**config.mk**
```make
export PLATFORM = sky130hd
export DESIGN_NAME = filter_rule_string_parser_unit
export DESIGN_NICKNAME = d
export VERILOG_FILES = /design/src/rtl/frsp_pkg.sv /design/src/rtl/frsp_step.sv /design/src/rtl/filter_rule_string_parser_unit.sv
export SDC_FILE = /design/constraint.sdc
export NUM_CORES = 1
export LEC_CHECK = 0
export BUFFER_PORTS_ARGS = -buffer_cell sky130_fd_sc_hd__clkbuf_2
export CAP_MARGIN = 20
export CORE_MARGIN = 2
export CORE_UTILIZATION = 30
export DETAILED_ROUTE_END_ITERATION = 7
export GPL_ROUTABILITY_DRIVEN = 0
export PLACE_DENSITY = 0.58
export SYNTH_ARGS = -nofsm -noshare
export SYNTH_HDL_FRONTEND = slang
export SYNTH_HIERARCHICAL = 1
export SYNTH_SLANG_ARGS = --single-unit
```
**constraint.sdc**
```tcl
create_clock -name clock -period 14.9 [get_ports clock]
set_clock_uncertainty 0.2 [all_clocks]
set_input_delay 2.98 -clock clock [delete_from_list [all_inputs] [get_ports clock]]
set_output_delay 2.98 -clock clock [all_outputs]
set_load 0.01 [all_outputs]
```
**src/rtl/frsp_pkg.sv**
```systemverilog
// Shared types and constants for the filter rule string parser.
// Holds the parser state record, the result record and the character codes.
// No dependencies.
package frsp_pkg;

   localparam logic [7:0] CH_PLUS  = 8'h2B;
   localparam logic [7:0] CH_MINUS = 8'h2D;
   localparam logic [7:0] CH_ZERO  = 8'h30;
   localparam logic [7:0] CH_NINE  = 8'h39;
   localparam logic [7:0] CH_UP_A  = 8'h41;
   localparam logic [7:0] CH_UP_D  = 8'h44;
   localparam logic [7:0] CH_UP_I  = 8'h49;
   localparam logic [7:0] CH_UP_O  = 8'h4F;
   localparam logic [7:0] CH_LO_A  = 8'h61;
   localparam logic [7:0] CH_LO_D  = 8'h64;
   localparam logic [7:0] CH_LO_P  = 8'h70;
   localparam logic [7:0] CH_LO_R  = 8'h72;
   localparam logic [7:0] CH_LO_S  = 8'h73;

   localparam logic [19:0] U8_MAX  = 20'd255;
   localparam logic [19:0] U16_MAX = 20'd65535;

   localparam logic [1:0] LAST_OCTET = 2'd3;

   localparam int RSP_WIDTH = 112;

   typedef enum logic [2:0] {
      PH_HDR0  = 3'd0,
      PH_HDR1  = 3'd1,
      PH_SIGN  = 3'd2,
      PH_TYPE0 = 3'd3,
      PH_TYPE1 = 3'd4,
      PH_NUM   = 3'd5,
      PH_ADDR  = 3'd6
   } phase_type;

   typedef enum logic [2:0] {
      K_PR = 3'd0,
      K_SP = 3'd1,
      K_DP = 3'd2,
      K_SA = 3'd3,
      K_DA = 3'd4
   } kind_type;

   typedef struct packed {
      phase_type   phase;
      logic [1:0]  list_code;
      logic        failed;
      logic        term_sign;
      kind_type    term_kind;
      logic [15:0] digit_value;
      logic        seen_digit;
      logic [1:0]  octet_index;
      logic [23:0] address_value;
      logic [4:0]  mask_bits;
      logic [7:0]  proto_held;
      logic [15:0] sport_held;
      logic [15:0] dport_held;
      logic [31:0] saddr_held;
      logic [31:0] daddr_held;
   } parse_state_type;

   localparam parse_state_type PARSE_RESET = '{
      phase: PH_HDR0, list_code: 2'd0, failed: 1'b0, term_sign: 1'b0,
      term_kind: K_PR, digit_value: 16'd0, seen_digit: 1'b0, octet_index: 2'd0,
      address_value: 24'd0, mask_bits: 5'd0, proto_held: 8'd0, sport_held: 16'd0,
      dport_held: 16'd0, saddr_held: 32'd0, daddr_held: 32'd0};

   typedef struct packed {
      logic [31:0] dst_addr;
      logic [31:0] src_addr;
      logic [15:0] dst_port;
      logic [15:0] src_port;
      logic [7:0]  proto_value;
      logic [4:0]  include_mask;
      logic [1:0]  list_select;
      logic        valid_res;
   } rsp_type;

endpackage

```
**src/rtl/frsp_step.sv**
```systemverilog
// One character step of the rule parser, purely combinational.
// Gives the next parser state and the result the string would have if it ended here.
// Depends on frsp_pkg.
module frsp_step (
   input  frsp_pkg::parse_state_type cur,
   input  logic [7:0]                ch,
   output frsp_pkg::parse_state_type nxt,
   output frsp_pkg::rsp_type         res
);
   import frsp_pkg::*;

   logic            is_digit;
   logic [19:0]     acc;
   logic [19:0]     limit;
   logic [31:0]     full_addr;
   logic [31:0]     fin_addr;
   logic            num_ok;
   logic            addr_ok;
   logic            ok;
   parse_state_type s;
   parse_state_type f;

   assign is_digit = ch inside {[CH_ZERO:CH_NINE]};
   assign acc   = {1'b0, cur.digit_value, 3'b000} + {3'b000, cur.digit_value, 1'b0}
                + {16'd0, ch[3:0]};
   assign limit = (cur.phase == PH_ADDR || cur.term_kind == K_PR) ? U8_MAX : U16_MAX;
   assign full_addr = {cur.address_value, cur.digit_value[7:0]};

   // Sign character that opens a term; anything else is an error.
   function automatic parse_state_type begin_term(parse_state_type p, logic [7:0] c);
      parse_state_type q;
      q = p;
      if (c == CH_PLUS) begin
         q.term_sign = 1'b1;
         q.phase     = PH_TYPE0;
      end else if (c == CH_MINUS) begin
         q.term_sign = 1'b0;
         q.phase     = PH_TYPE0;
      end else begin
         q.failed = 1'b1;
      end
      return q;
   endfunction

   // Store a finished port or protocol value.
   function automatic parse_state_type store_num(parse_state_type p);
      parse_state_type q;
      q = p;
      case (p.term_kind)
         K_PR: begin
            q.proto_held   = p.digit_value[7:0];
            q.mask_bits[0] = p.mask_bits[0] | p.term_sign;
         end
         K_SP: begin
            q.sport_held   = p.digit_value;
            q.mask_bits[3] = p.mask_bits[3] | p.term_sign;
         end
         default: begin
            q.dport_held   = p.digit_value;
            q.mask_bits[4] = p.mask_bits[4] | p.term_sign;
         end
      endcase
      return q;
   endfunction

   // Store a finished address whose fourth octet is still in the digit register.
   function automatic parse_state_type store_addr(parse_state_type p, logic [31:0] a);
      parse_state_type q;
      q = p;
      if (p.term_kind == K_SA) begin
         q.saddr_held   = a;
         q.mask_bits[1] = p.mask_bits[1] | p.term_sign;
      end else begin
         q.daddr_held   = a;
         q.mask_bits[2] = p.mask_bits[2] | p.term_sign;
      end
      return q;
   endfunction

   always_comb begin
      s = cur;
      if (!cur.failed) begin
         case (cur.phase)
            PH_HDR0: begin
               if (ch == CH_UP_A) begin
                  s.list_code = 2'd0;
                  s.phase     = PH_HDR1;
               end else if (ch == CH_UP_D) begin
                  s.list_code = 2'd2;
                  s.phase     = PH_HDR1;
               end else begin
                  s.failed = 1'b1;
               end
            end
            PH_HDR1: begin
               if (ch == CH_UP_I) begin
                  s.phase = PH_SIGN;
               end else if (ch == CH_UP_O) begin
                  s.list_code[0] = 1'b1;
                  s.phase        = PH_SIGN;
               end else begin
                  s.failed = 1'b1;
               end
            end
            PH_SIGN: begin
               s = begin_term(cur, ch);
            end
            PH_TYPE0: begin
               if (ch == CH_LO_P) begin
                  s.term_kind = K_PR;
                  s.phase     = PH_TYPE1;
               end else if (ch == CH_LO_S) begin
                  s.term_kind = K_SP;
                  s.phase     = PH_TYPE1;
               end else if (ch == CH_LO_D) begin
                  s.term_kind = K_DP;
                  s.phase     = PH_TYPE1;
               end else begin
                  s.failed = 1'b1;
               end
            end
            PH_TYPE1: begin
               s.digit_value   = 16'd0;
               s.seen_digit    = 1'b0;
               s.octet_index   = 2'd0;
               s.address_value = 24'd0;
               if (cur.term_kind == K_PR && ch == CH_LO_R) begin
                  s.phase = PH_NUM;
               end else if (cur.term_kind != K_PR && ch == CH_LO_P) begin
                  s.phase = PH_NUM;
               end else if (cur.term_kind != K_PR && ch == CH_LO_A) begin
                  // Source or destination port kind turns into the address kind.
                  s.term_kind = (cur.term_kind == K_SP) ? K_SA : K_DA;
                  s.phase     = PH_ADDR;
               end else begin
                  s.failed = 1'b1;
               end
            end
            PH_NUM, PH_ADDR: begin
               if (is_digit) begin
                  s.digit_value = acc[15:0];
                  s.seen_digit  = 1'b1;
                  if (acc > limit) begin
                     s.failed = 1'b1;
                  end
               end else if (cur.phase == PH_NUM) begin
                  if (!cur.seen_digit || cur.digit_value == 16'd0) begin
                     s.failed = 1'b1;
                  end else begin
                     s = begin_term(store_num(cur), ch);
                  end
               end else if (cur.octet_index != LAST_OCTET) begin
                  if (!cur.seen_digit) begin
                     s.failed = 1'b1;
                  end else begin
                     s.address_value = {cur.address_value[15:0], cur.digit_value[7:0]};
                     s.octet_index   = cur.octet_index + 2'd1;
                     s.digit_value   = 16'd0;
                     s.seen_digit    = 1'b0;
                  end
               end else begin
                  if (!cur.seen_digit || full_addr == 32'd0) begin
                     s.failed = 1'b1;
                  end else begin
                     s = begin_term(store_addr(cur, full_addr), ch);
                  end
               end
            end
            default: begin
               s.failed = 1'b1;
            end
         endcase
      end
   end

   assign nxt = s;

   // Closing checks for a string that ends on this character.
   assign fin_addr = {s.address_value, s.digit_value[7:0]};
   assign num_ok   = s.seen_digit && s.digit_value != 16'd0;
   assign addr_ok  = s.seen_digit && fin_addr != 32'd0 && s.octet_index == LAST_OCTET;

   always_comb begin
      f  = s;
      ok = 1'b0;
      if (!s.failed) begin
         case (s.phase)
            PH_SIGN: begin
               ok = 1'b1;
            end
            PH_NUM: begin
               ok = num_ok;
               f  = store_num(s);
            end
            PH_ADDR: begin
               ok = addr_ok;
               f  = store_addr(s, fin_addr);
            end
            default: begin
               ok = 1'b0;
            end
         endcase
      end
      res = '0;
      if (ok) begin
         res.valid_res    = 1'b1;
         res.list_select  = f.list_code;
         res.include_mask = f.mask_bits;
         res.proto_value  = f.proto_held;
         res.src_port     = f.sport_held;
         res.dst_port     = f.dport_held;
         res.src_addr     = f.saddr_held;
         res.dst_addr     = f.daddr_held;
      end
   end

endmodule

```
**src/rtl/filter_rule_string_parser_unit.sv**
```systemverilog
// Top level of the filter rule string parser.
// Input register, parser state register and result register around frsp_step.
// Depends on frsp_pkg and frsp_step.
//
//   channel | ports       | tdata fields (low bit up)                          | tlast
//   --------+-------------+----------------------------------------------------+------------
//   request | req_t*      | ch[7:0]                                            | last char
//   result  | rsp_t*      | valid_res, list_select, include_mask, proto_value, | not used
//           |             | src_port, dst_port, src_addr, dst_addr (112 bits)  |
//
// The block takes one character word in every cycle while no last character waits for room in
// the result register. Each character sits in the input register, where a single pass of the
// step logic updates the parser state; that state loop is what sets the rate of one character
// per clock. A result word is loaded into the result register at the edge where the last
// character leaves the input register.
// Reset clears the input register, the parser state and the result valid flag at once.
// A stalled result blocks only a last character behind it; other characters keep flowing.
module filter_rule_string_parser_unit (
   input  logic                                clock,
   input  logic                                reset,
   input  logic                                req_tvalid,
   output logic                                req_tready,
   // ch[7:0]
   input  logic [7:0]                          req_tdata,
   input  logic                                req_tlast,
   output logic                                rsp_tvalid,
   input  logic                                rsp_tready,
   // valid_res[0], list_select[2:1], include_mask[7:3], proto_value[15:8],
   // src_port[31:16], dst_port[47:32], src_addr[79:48], dst_addr[111:80]
   output logic [frsp_pkg::RSP_WIDTH-1:0]      rsp_tdata
);
   import frsp_pkg::*;

   logic            in_valid_ff;
   logic            in_valid_in;
   logic [7:0]      in_ch_ff;
   logic            in_last_ff;
   parse_state_type state_ff;
   parse_state_type state_in;
   parse_state_type state_next;
   rsp_type         step_res;
   logic            out_valid_ff;
   logic            out_valid_in;
   rsp_type         out_data_ff;
   logic            advance;
   logic            out_free;

   frsp_step u_step (
      .cur (state_ff),
      .ch  (in_ch_ff),
      .nxt (state_next),
      .res (step_res)
   );

   // A character that ends a string needs room in the result register.
   assign out_free   = !out_valid_ff || rsp_tready;
   assign advance    = in_valid_ff && (!in_last_ff || out_free);
   assign req_tready = !in_valid_ff || advance;

   always_comb begin
      in_valid_in = in_valid_ff;
      if (req_tready) begin
         in_valid_in = req_tvalid;
      end
      state_in = state_ff;
      if (advance) begin
         state_in = in_last_ff ? PARSE_RESET : state_next;
      end
      out_valid_in = out_valid_ff && !rsp_tready;
      if (advance && in_last_ff) begin
         out_valid_in = 1'b1;
      end
   end

   always_ff @(posedge clock) begin
      if (reset) begin
         in_valid_ff  <= 1'b0;
         state_ff     <= PARSE_RESET;
         out_valid_ff <= 1'b0;
      end else begin
         in_valid_ff  <= in_valid_in;
         state_ff     <= state_in;
         out_valid_ff <= out_valid_in;
      end
   end

   always_ff @(posedge clock) begin
      if (req_tready && req_tvalid) begin
         in_ch_ff   <= req_tdata;
         in_last_ff <= req_tlast;
      end
      if (advance && in_last_ff) begin
         out_data_ff <= step_res;
      end
   end

   assign rsp_tvalid = out_valid_ff;
   assign rsp_tdata  = out_data_ff;

endmodule

```
# After elaboration in Yosys (flattened, before gate mapping)
# Cells that the tools add are included.
[word_totals]
reg_bits = 285
input_bits = 13
out_inout_bits = 114
word_cells = 191
[classes]
addsub = 3
n_lt_le_gt_ge = 3
eq_ne = 26
muxes = 89
bitwise = 10
n_reduce_logical = 33
[ops]
columns = ["cell", "n"]
rows = [
  ["2-to-1 mux 162 bit", 3],
  ["2-to-1 mux 109 bit", 3],
  ["2-to-1 mux 156 bit", 2],
  ["one-hot mux 109 bit (2 select lines)", 1],
  ["2-to-1 mux 135 bit", 1],
  ["2-to-1 mux 32 bit", 4],
  ["2-to-1 mux 43 bit", 2],
  ["one-hot mux 43 bit (2 select lines)", 1],
  ["2-to-1 mux 16 bit", 5],
  ["== test 8 x 7 -> 1 bit (second input constant)", 9],
  ["2-to-1 mux 3 bit", 17],
  ["logical NOT 32 bit", 1],
  ["nonzero test 32 bit", 1],
  ["2-to-1 mux 1 bit", 31],
  ["2-to-1 mux 5 bit", 6],
  ["adder 19 x 17 -> 20 bit", 1],
  ["adder 20 x 4 -> 20 bit", 1],
  ["greater-than comparator 20 bit", 1],
  ["2-to-1 mux 9 bit", 2],
  ["one-hot mux 3 bit (6 select lines)", 1],
  ["2-to-1 mux 17 bit", 1],
  ["== test 8 x 6 -> 1 bit (second input constant)", 2],
  ["logical NOT 16 bit", 1],
  ["nonzero test 16 bit", 1],
  ["other kinds (21)", 66],
]

# Depth between registers and ports, before layout
# Gate-level depths: netlist (run 1).
[depth]
word_depth = 15
depth_mapped = 23
depth_no_buf = 19

# Hierarchy
# Netlist (run 1), hierarchy kept.
[by_module_without_submodules]
columns = ["mod", "n_inst", "cells_per_inst", "area_per_inst_um2", "seq_area_each_um2"]
rows = [
  ["filter_rule_string_parser_unit", 1, 494, 8625.8, 6916.6],
  ["frsp_step", 1, 876, 6028.3, 0.0],
]

# Worst setup path before layout (run 1)
# Ideal clock, no wire load.
[synth_timing]
path_kind = "input-to-reg"
start = "in rsp_tready"
end = "reg out_data_ff, in the netlist rsp_tdata[0], enable pin"
setup_ns = 0.584
arrival_ns = 7.701
t_required_ns = 14.116
slack_ns = 6.414
stages = 2
n_path_buf = 0
cell_sequence = "nor2b_1 > nor2_1"
[synth_between]
elab_chain_len = 4
[synth_rtl]
columns = ["item", "line_no", "text"]
rows = [
  ["from (decl)", "filter_rule_string_parser_unit.sv:27", "input logic rsp_tready,"],
  ["logical OR 1 bit", "filter_rule_string_parser_unit.sv:56", "assign out_free = !out_valid_ff || rsp_tready;"],
  ["logical OR 1 bit", "filter_rule_string_parser_unit.sv:57", "assign advance = in_valid_ff && (!in_last_ff || out_free);"],
  ["logical AND 1 bit", "filter_rule_string_parser_unit.sv:57", ""],
  ["logical AND 1 bit", "filter_rule_string_parser_unit.sv:92", "if (advance && in_last_ff) begin"],
  ["to (signal assigned)", "filter_rule_string_parser_unit.sv:93", "out_data_ff <= step_res;"],
  ["to (decl)", "filter_rule_string_parser_unit.sv:44", "rsp_type out_data_ff;"],
]
# Every way passes these cells.
# A chain may end at the register's enable or synchronous reset.

# Worst setup path in the final report (run 1)
[layout_timing]
start = "in rsp_tready"
end = "out req_tready"
[layout_between]
elab_chain_len = 4
[layout_rtl]
columns = ["item", "line_no", "text"]
rows = [
  ["logical OR 1 bit", "filter_rule_string_parser_unit.sv:56", ""],
  ["logical OR 1 bit", "filter_rule_string_parser_unit.sv:57", ""],
  ["logical AND 1 bit", "filter_rule_string_parser_unit.sv:57", ""],
  ["logical OR 1 bit", "filter_rule_string_parser_unit.sv:58", "assign req_tready = !in_valid_ff || advance;"],
  ["to (decl)", "filter_rule_string_parser_unit.sv:22", "output logic req_tready,"],
]
# Every way passes these cells.

==> out/results.tsv, run 1 <==
stage	metric	value	unit
status	status	finished clean	
worst_setup_path	critical-path cell list	clkbuf_2 -> nor2b_1 -> nand3_1 -> clkbuf_2	
synthesis	Yosys reg bits	285	
floorplan	IO Count	127	
cts	Root Driver	clkbuf_16	
worst_setup_path	worst-path maximum fanout	3	
worst_setup_path	crit path capture type	output port	
cts	post_cts resized	0	
worst_setup_path	critical path data arrival time	3.65	ns
sta	fin worst setup slack	8.07	ns
worst_setup_path	crit path max-delay cell type	nor2b_1	
sta	Max Freq	147	MHz
place	Port Buf Inserts	126	
synthesis	Post-Syn Nets	1425	
finish	share of cells above drive strength 1	0.227	
sta	max_slew headroom	0.251	
place	DPL Wire Length	27.0	mm
synthesis	synthesized area per cell	10.7	um^2
floorplan	site row count	80	
grt	largest net degree at the start of global routing	106	
route	vias per inst	5.58	
worst_setup_path	largest stage delay on the critical path	0.28	ns
grt	GR Util All Layers	0.164	
synthesis	predominant post-synthesis flop cell	dfxtp_1	
power	Power Total	1.76	mW
route	detailed-route via count	11700	
synthesis	post-synthesis sequential area ratio	0.472	
power	pwr dens	103	mW/mm^2
cts	Clock Sinks	285	
route	WL/cell	20.4	um
synthesis	largest cells by area after synthesis	edfxtp_1, dfxtp_1, a22o_1, mux2_2, ha_1	
worst_setup_path	worst path required time	11.72	ns
synthesis	number of synthesized flops with an enable pin	121	
finish	Area Growth Syn to Fin	15.9	%
worst_setup_path	Startpoint Class	input port	
finish	diode count	0	
route	final wirelength	42.7	mm
worst_hold_path	worst hold path type	reg2reg	
power	Worst VDD drop	0.0832	mV
route	first drt pass iteration count	6	
cts	Setup Buffers After CTS	0	
synthesis	Synthesis Warnings	6	
route	initial DRC count	1011	
worst_setup_path	CP most frequent cell	clkbuf_2	
place	Post-DP Area	0.0157	mm^2
grt	initial antenna violation count	0	
synthesis	cells after synthesis	1370	
floorplan	Die H	225	um
sta	setup TNS	0	ns
synthesis	Yosys top cell area share	0.248	
route	Antenna Violating Nets Remaining	0	
cts	Reg clk slew, reported paths	0.05	ns
worst_setup_path	kind of critical path	in2out	
sta	Final Hold Viols	0	
cts	H-tree levels	2	
finish	nets@finish	1505	
grt	global-route wire length before repair	66.2	mm
sta	crit share post-route	0.458	
synthesis	dominant cell type by area after synthesis	edfxtp_1	
floorplan	Die ar.	0.0506	mm^2
floorplan	core area	0.0479	mm^2
finish	share of the core filled with cells	0.354	
cts	clock buffer depth	3	
flow_run	# Max-Cap Violations	0	
route	Residual DRC	0	
place	Placement Setup Slack	8.08	ns
sta	Final Setup Violations	0	
sta	RSZ-0062 raised after global routing	false	
finish	Final Cell Area	0.0170	mm^2
cts	CTS buffer count	35	
cts	CTS tree	built	
cts	worst-skew pair later-pin latency	0.54	ns
synthesis	post-synthesis cell area	0.0147	mm^2
synthesis	leading cell types by count after synthesis	a22o_1, dfxtp_1, nor2_1, edfxtp_1, mux2_2	
sta	Slew @ Worst Pin	1.12	ns
synthesis	most numerous cell in the Yosys netlist	a22o_1	
power	Pleak	6.73	nW
synthesis	fraction of registers with async set/reset	0	
grt	total congestion overflow	0	
synthesis	Netlist cell types	76	
floorplan	Die X	225	um
sta	Min Clock Period, post-route	6.83	ns
cts	Hold-fix buffers, CTS	0	
grt	vias in the first global route	11200	
floorplan	starting density of the core	0.306	
sta	Slew Viols, Final	0	
cell type report:
type	count	area, um^2
fillers	4681	31000
multi-input cells	953	7120
flip-flops and latches	285	6920
clock buffers	45	985
repair buffers	153	881
well taps	615	769
clock inverters	19	220
inverters	22	82.6
path summary, 6_finish.rpt:
path | slack (ns) | startpoint | cells past startpoint | endpoint
setup / recovery | 8.07 | rsp_tready | 4 | req_tready
hold / removal | 0.27 | state_ff[93] | 1 | state_ff[93]
setup reg to reg | 8.49 | state_ff[136] | 18 | rsp_tdata[48]
hold reg to reg | 0.27 | state_ff[93] | 1 | state_ff[93]
registers in the layout, indices dropped and copies added, names as in the netlist:
name,cells
in_valid_ff,1
in_last_ff,1
rsp_tdata,112
state_ff,162
in_ch_ff,8
rsp_tvalid,1
where the power goes:
group / switching [mW] / internal (mW) / leakage, nW / total [mW]
clock: 0.344 / 0.541 / 0.604 / 0.885
combinational: 0.0365 / 0.0112 / 3.53 / 0.0477
sequential: 0.00601 / 0.817 / 2.60 / 0.823
worst max-delay path: cells and delay by family:
kind,cells,cell delay (ns)
AND/OR/NAND/NOR,2,0.43
buffers and inverters,2,0.23
kinds of logic after synthesis:
logic type / count (synthesis) / synth area share
buf+inv: 132 / 0.0463
xor+xnor: 16 / 0.00956
simple gates: 402 / 0.141
compound gates: 358 / 0.194
flops: 285 / 0.472
mux: 135 / 0.100
fa+ha+maj: 42 / 0.0369
through the flow:
step | hold WS, ns | std cells
floorplan | 0.236 | 1370
global placement | 0.250 | 2025
detailed placement | 0.249 | 2026
CTS | 0.269 | 2090
global route | 0.278 | 2092
finish | 0.270 | 2092
routing by layer:
metal | vias up | part of all wire | track usage
met3 | 62 | 0.065 | 0.0329
met1 | 5738 | 0.47 | 0.234
li1 | 5472 | - | -
met2 | 399 | 0.45 | 0.250
met5 | - | 0 | 0
met4 | 0 | 0.024 | 0.0487
cell usage in the layout, fill, tap and decap left out, types with 8 or more instances in the layout:
cell	synthesis	layout
a22o_1	197	197
dfxtp_1	164	164
clkbuf_2	0	126
nor2_1	125	123
edfxtp_1	121	121
mux2_2	97	97
nor3_1	59	59
nand2_1	58	58
nor4_1	53	52
ha_1	40	40
mux2i_1	38	38
clkbuf_16	0	36
a21oi_1	32	32
buf_4	17	24
o21ai_0	23	23
inv_1	21	21
a211oi_1	19	19
nand3_1	15	15
a21o_1	15	14
and3_1	11	11
xnor2_1	10	10
nor2b_1	9	9
nand2b_1	9	9
clkinv_2	0	9
a2111oi_0	9	9
nand4_1	8	8
(Power assumes the default switching activity.)
==> inputs of run 2 (changes only) <==
==> constraint.sdc (replaced) <==
create_clock -name clock -period 6.9 [get_ports clock]
set_clock_uncertainty 0.2 [all_clocks]
set_input_delay 1.38 -clock clock [delete_from_list [all_inputs] [get_ports clock]]
set_output_delay 1.38 -clock clock [all_outputs]
set_load 0.01 [all_outputs]
==> out/results.tsv, run 2 (synthesis gave the netlist of run 1 again) <==
stage	metric	value	unit	change
grt	largest net degree at the start of global routing	163		+54%
finish	share of cells above drive strength 1	0.227		about the same
sta	Final Hold Viols	0		unchanged
grt	initial antenna violation count	0		unchanged
finish	nets@finish	1509		+0.27%
power	sequential share of power	0.465		-0.004
cts	worst-skew pair later-pin latency	0.55	ns	about the same
place	Port Buf Inserts	126		unchanged
worst_setup_path	kind of critical path	reg2reg		
sta	setup TNS	0	ns	unchanged
sta	Slew Viols, Final	0		unchanged
cts	post_cts resized	0		unchanged
power	Sw Ratio	0.219		-0.00147
place	Placement Setup Slack	1.07	ns	-7.01 ns
worst_setup_path	Reg2Reg Depth	18		unchanged
floorplan	site row count	80		unchanged
cts	CTS buffer count	35		unchanged
sta	max_slew headroom	0.321		+0.0700
worst_setup_path	Crit path max-delay family	compound AO/OA/AOI/OAI gates		
grt	GR Util All Layers	0.166		+0.00167
route	WL met2	19.4	mm	+1.7%
sta	fin worst setup slack	0.946	ns	-7.13 ns
route	final wirelength	43.3	mm	+1.4%
worst_setup_path	worst setup path start	state_ff[136]		
worst_setup_path	critical path data arrival time	6.04	ns	+2.39 ns
finish	Largest register FFs	162		unchanged
cts	Root Driver	clkbuf_16		
grt	total congestion overflow	0		unchanged
sta	crit share post-route	0.863		
floorplan	Die ar.	0.0506	mm^2	unchanged
worst_setup_path	crit path capture type	flop		
cts	Hold-fix buffers, CTS	0		unchanged
place	Post-DP Area	0.0158	mm^2	+0.49%
finish	Final Cell Area	0.0170	mm^2	+0.30%
finish	Post-Layout Cell Count	2096		+0.19%
worst_hold_path	Worst Hold End	state_ff[85]		
worst_setup_path	Critical R2R Capture	rsp_tdata[8]		
worst_setup_path	worst-path maximum fanout	61		+58
route	initial DRC count	1141		+13%
power	Int Pwr	2.98	mW	+120%
power	Clock power frac	0.508		+0.004
route	detailed-route via count	11600		-0.87%
sta	Fin Hold WS	0.265	ns	-0.00478 ns
route	Post-Route M1 WL	20.4	mm	+2.9%
route	vias per inst	5.52		-1.1%
worst_hold_path	worst hold path type	reg2reg		
cts	Reg clk slew, reported paths	0.06	ns	about the same
flow_run	# Max-Cap Violations	0		unchanged
sta	Slew @ Worst Pin	1.01	ns	-0.110 ns
cts	Clock Sinks	285		unchanged
power	pwr dens	224	mW/mm^2	+120%
sta	Max Freq	168	MHz	
worst_setup_path	Startpoint Class	flop		
worst_setup_path	crit path max-delay cell type	a221oi_1		
route	met3 wire length	2.25	mm	-18%
finish	most frequent cells in the layout	a22o_1, dfxtp_1, clkbuf_2		
power	Comb power frac	0.027		about the same
floorplan	Die H	225	um	unchanged
worst_setup_path	largest stage delay on the critical path	0.65	ns	+0.37 ns
place	Inst Count DP	2032		+0.30%
grt	vias in the first global route	11300		+0.77%
worst_setup_path	Buf/Inv on CP	3		+1
grt	global-route wire length before repair	66.4	mm	+0.34%
cts	clock buffer depth	3		unchanged
sta	Final Setup Violations	0		unchanged
worst_hold_path	hold path start	state_ff[85]		
cts	H-tree levels	2		unchanged
route	WL/cell	20.6	um	+1.2%
finish	Top reg by flops	state_ff		
cts	Setup Buffers After CTS	0		unchanged
route	first drt pass iteration count	5		-1
power	Worst VDD drop	0.130	mV	+56%
route	Top Metal Used	met4		
finish	most common cell after layout, fill and taps aside	a22o_1		
power	Power Total	3.81	mW	+120%
route	Antenna Violating Nets Remaining	0		unchanged
place	DPL Wire Length	27.8	mm	+2.8%
worst_setup_path	worst path required time	6.98	ns	-4.74 ns
floorplan	core area	0.0479	mm^2	unchanged
worst_setup_path	FF-to-FF Start	state_ff[136]		
floorplan	starting density of the core	0.306		unchanged
status	status	finished clean		
power	P_sw	0.835	mW	+120%
worst_setup_path	critical-path cell list	inv_1 -> fa_1 -> inv_1 -> ha_1 -> nor2b_1 -> o221ai_1 -> a21oi_1 -> a221oi_1 -> xnor2_1 -> ha_1 -> nand4_1 -> nor4b_1 -> a41o_1 -> and3_1 -> o2111ai_1 -> a21o_4 -> buf_4 -> a2111oi_0		
cts	CTS tree	built		
finish	diode count	0		unchanged
worst_setup_path	r2r setup slk	0.95	ns	-7.54 ns
finish	share of the core filled with cells	0.355		+0.00107
sta	Min Clock Period, post-route	5.95	ns	
worst_hold_path	Hold Path Depth	1		unchanged
floorplan	IO Count	127		unchanged
floorplan	Die X	225	um	unchanged
power	Pleak	6.75	nW	+0.20%
finish	Area Growth Syn to Fin	16.2	%	
route	Residual DRC	0		unchanged
sta	RSZ-0062 raised after global routing	false		
-- run 2: changes by cell type in the layout (fill, tap and decap cells not counted), sizes merged --
cell | before | now
buf | 27 | 31
clkbuf | 171 | 175
clkinv | 11 | 9
inv | 26 | 24
-- run 2: layer usage --
metal  vias to the layer above  global-route usage
met5                         -                   0
met3                        73              0.0283
met4                         0              0.0564
met2                       338               0.255
li1                       5458                   -
met1                      5701               0.234
-- run 2: layout make-up --
| cell class | instances | area, um^2 |
|---|---|---|
| clock inverter | 15 | 200 |
| fill | 4695 | 30900 |
| clock buffer | 49 | 1020 |
| inverter | 22 | 82.6 |
| multi-input combinational | 953 | 7120 |
| timing repair buffer | 157 | 916 |
| tap | 615 | 769 |
| sequential | 285 | 6920 |
-- run 2: power groups by stage --
stage / clock, mW / combinational (mW) / sequential [mW]
floorplan: 0 / 0.0771 / 1.81
global placement: 0 / 0.103 / 1.81
detailed placement: 0 / 0.103 / 1.81
CTS: 1.99 / 0.104 / 1.77
global route: 2.05 / 0.112 / 1.77
finish: 1.94 / 0.103 / 1.77
-- run 2: worst max-delay path by stage --
| stage | to | cells past startpoint | slack (ns) |
|---|---|---|---|
| after floorplan | rsp_tdata[0] | 2 | 0.01 |
| after global placement | rsp_tdata[92] | 17 | 1.27 |
| after detailed placement | rsp_tdata[8] | 18 | 1.07 |
| after CTS | rsp_tdata[8] | 18 | 1.04 |
| after global routing | rsp_tdata[48] | 18 | 0.51 |
| final | rsp_tdata[8] | 18 | 0.95 |
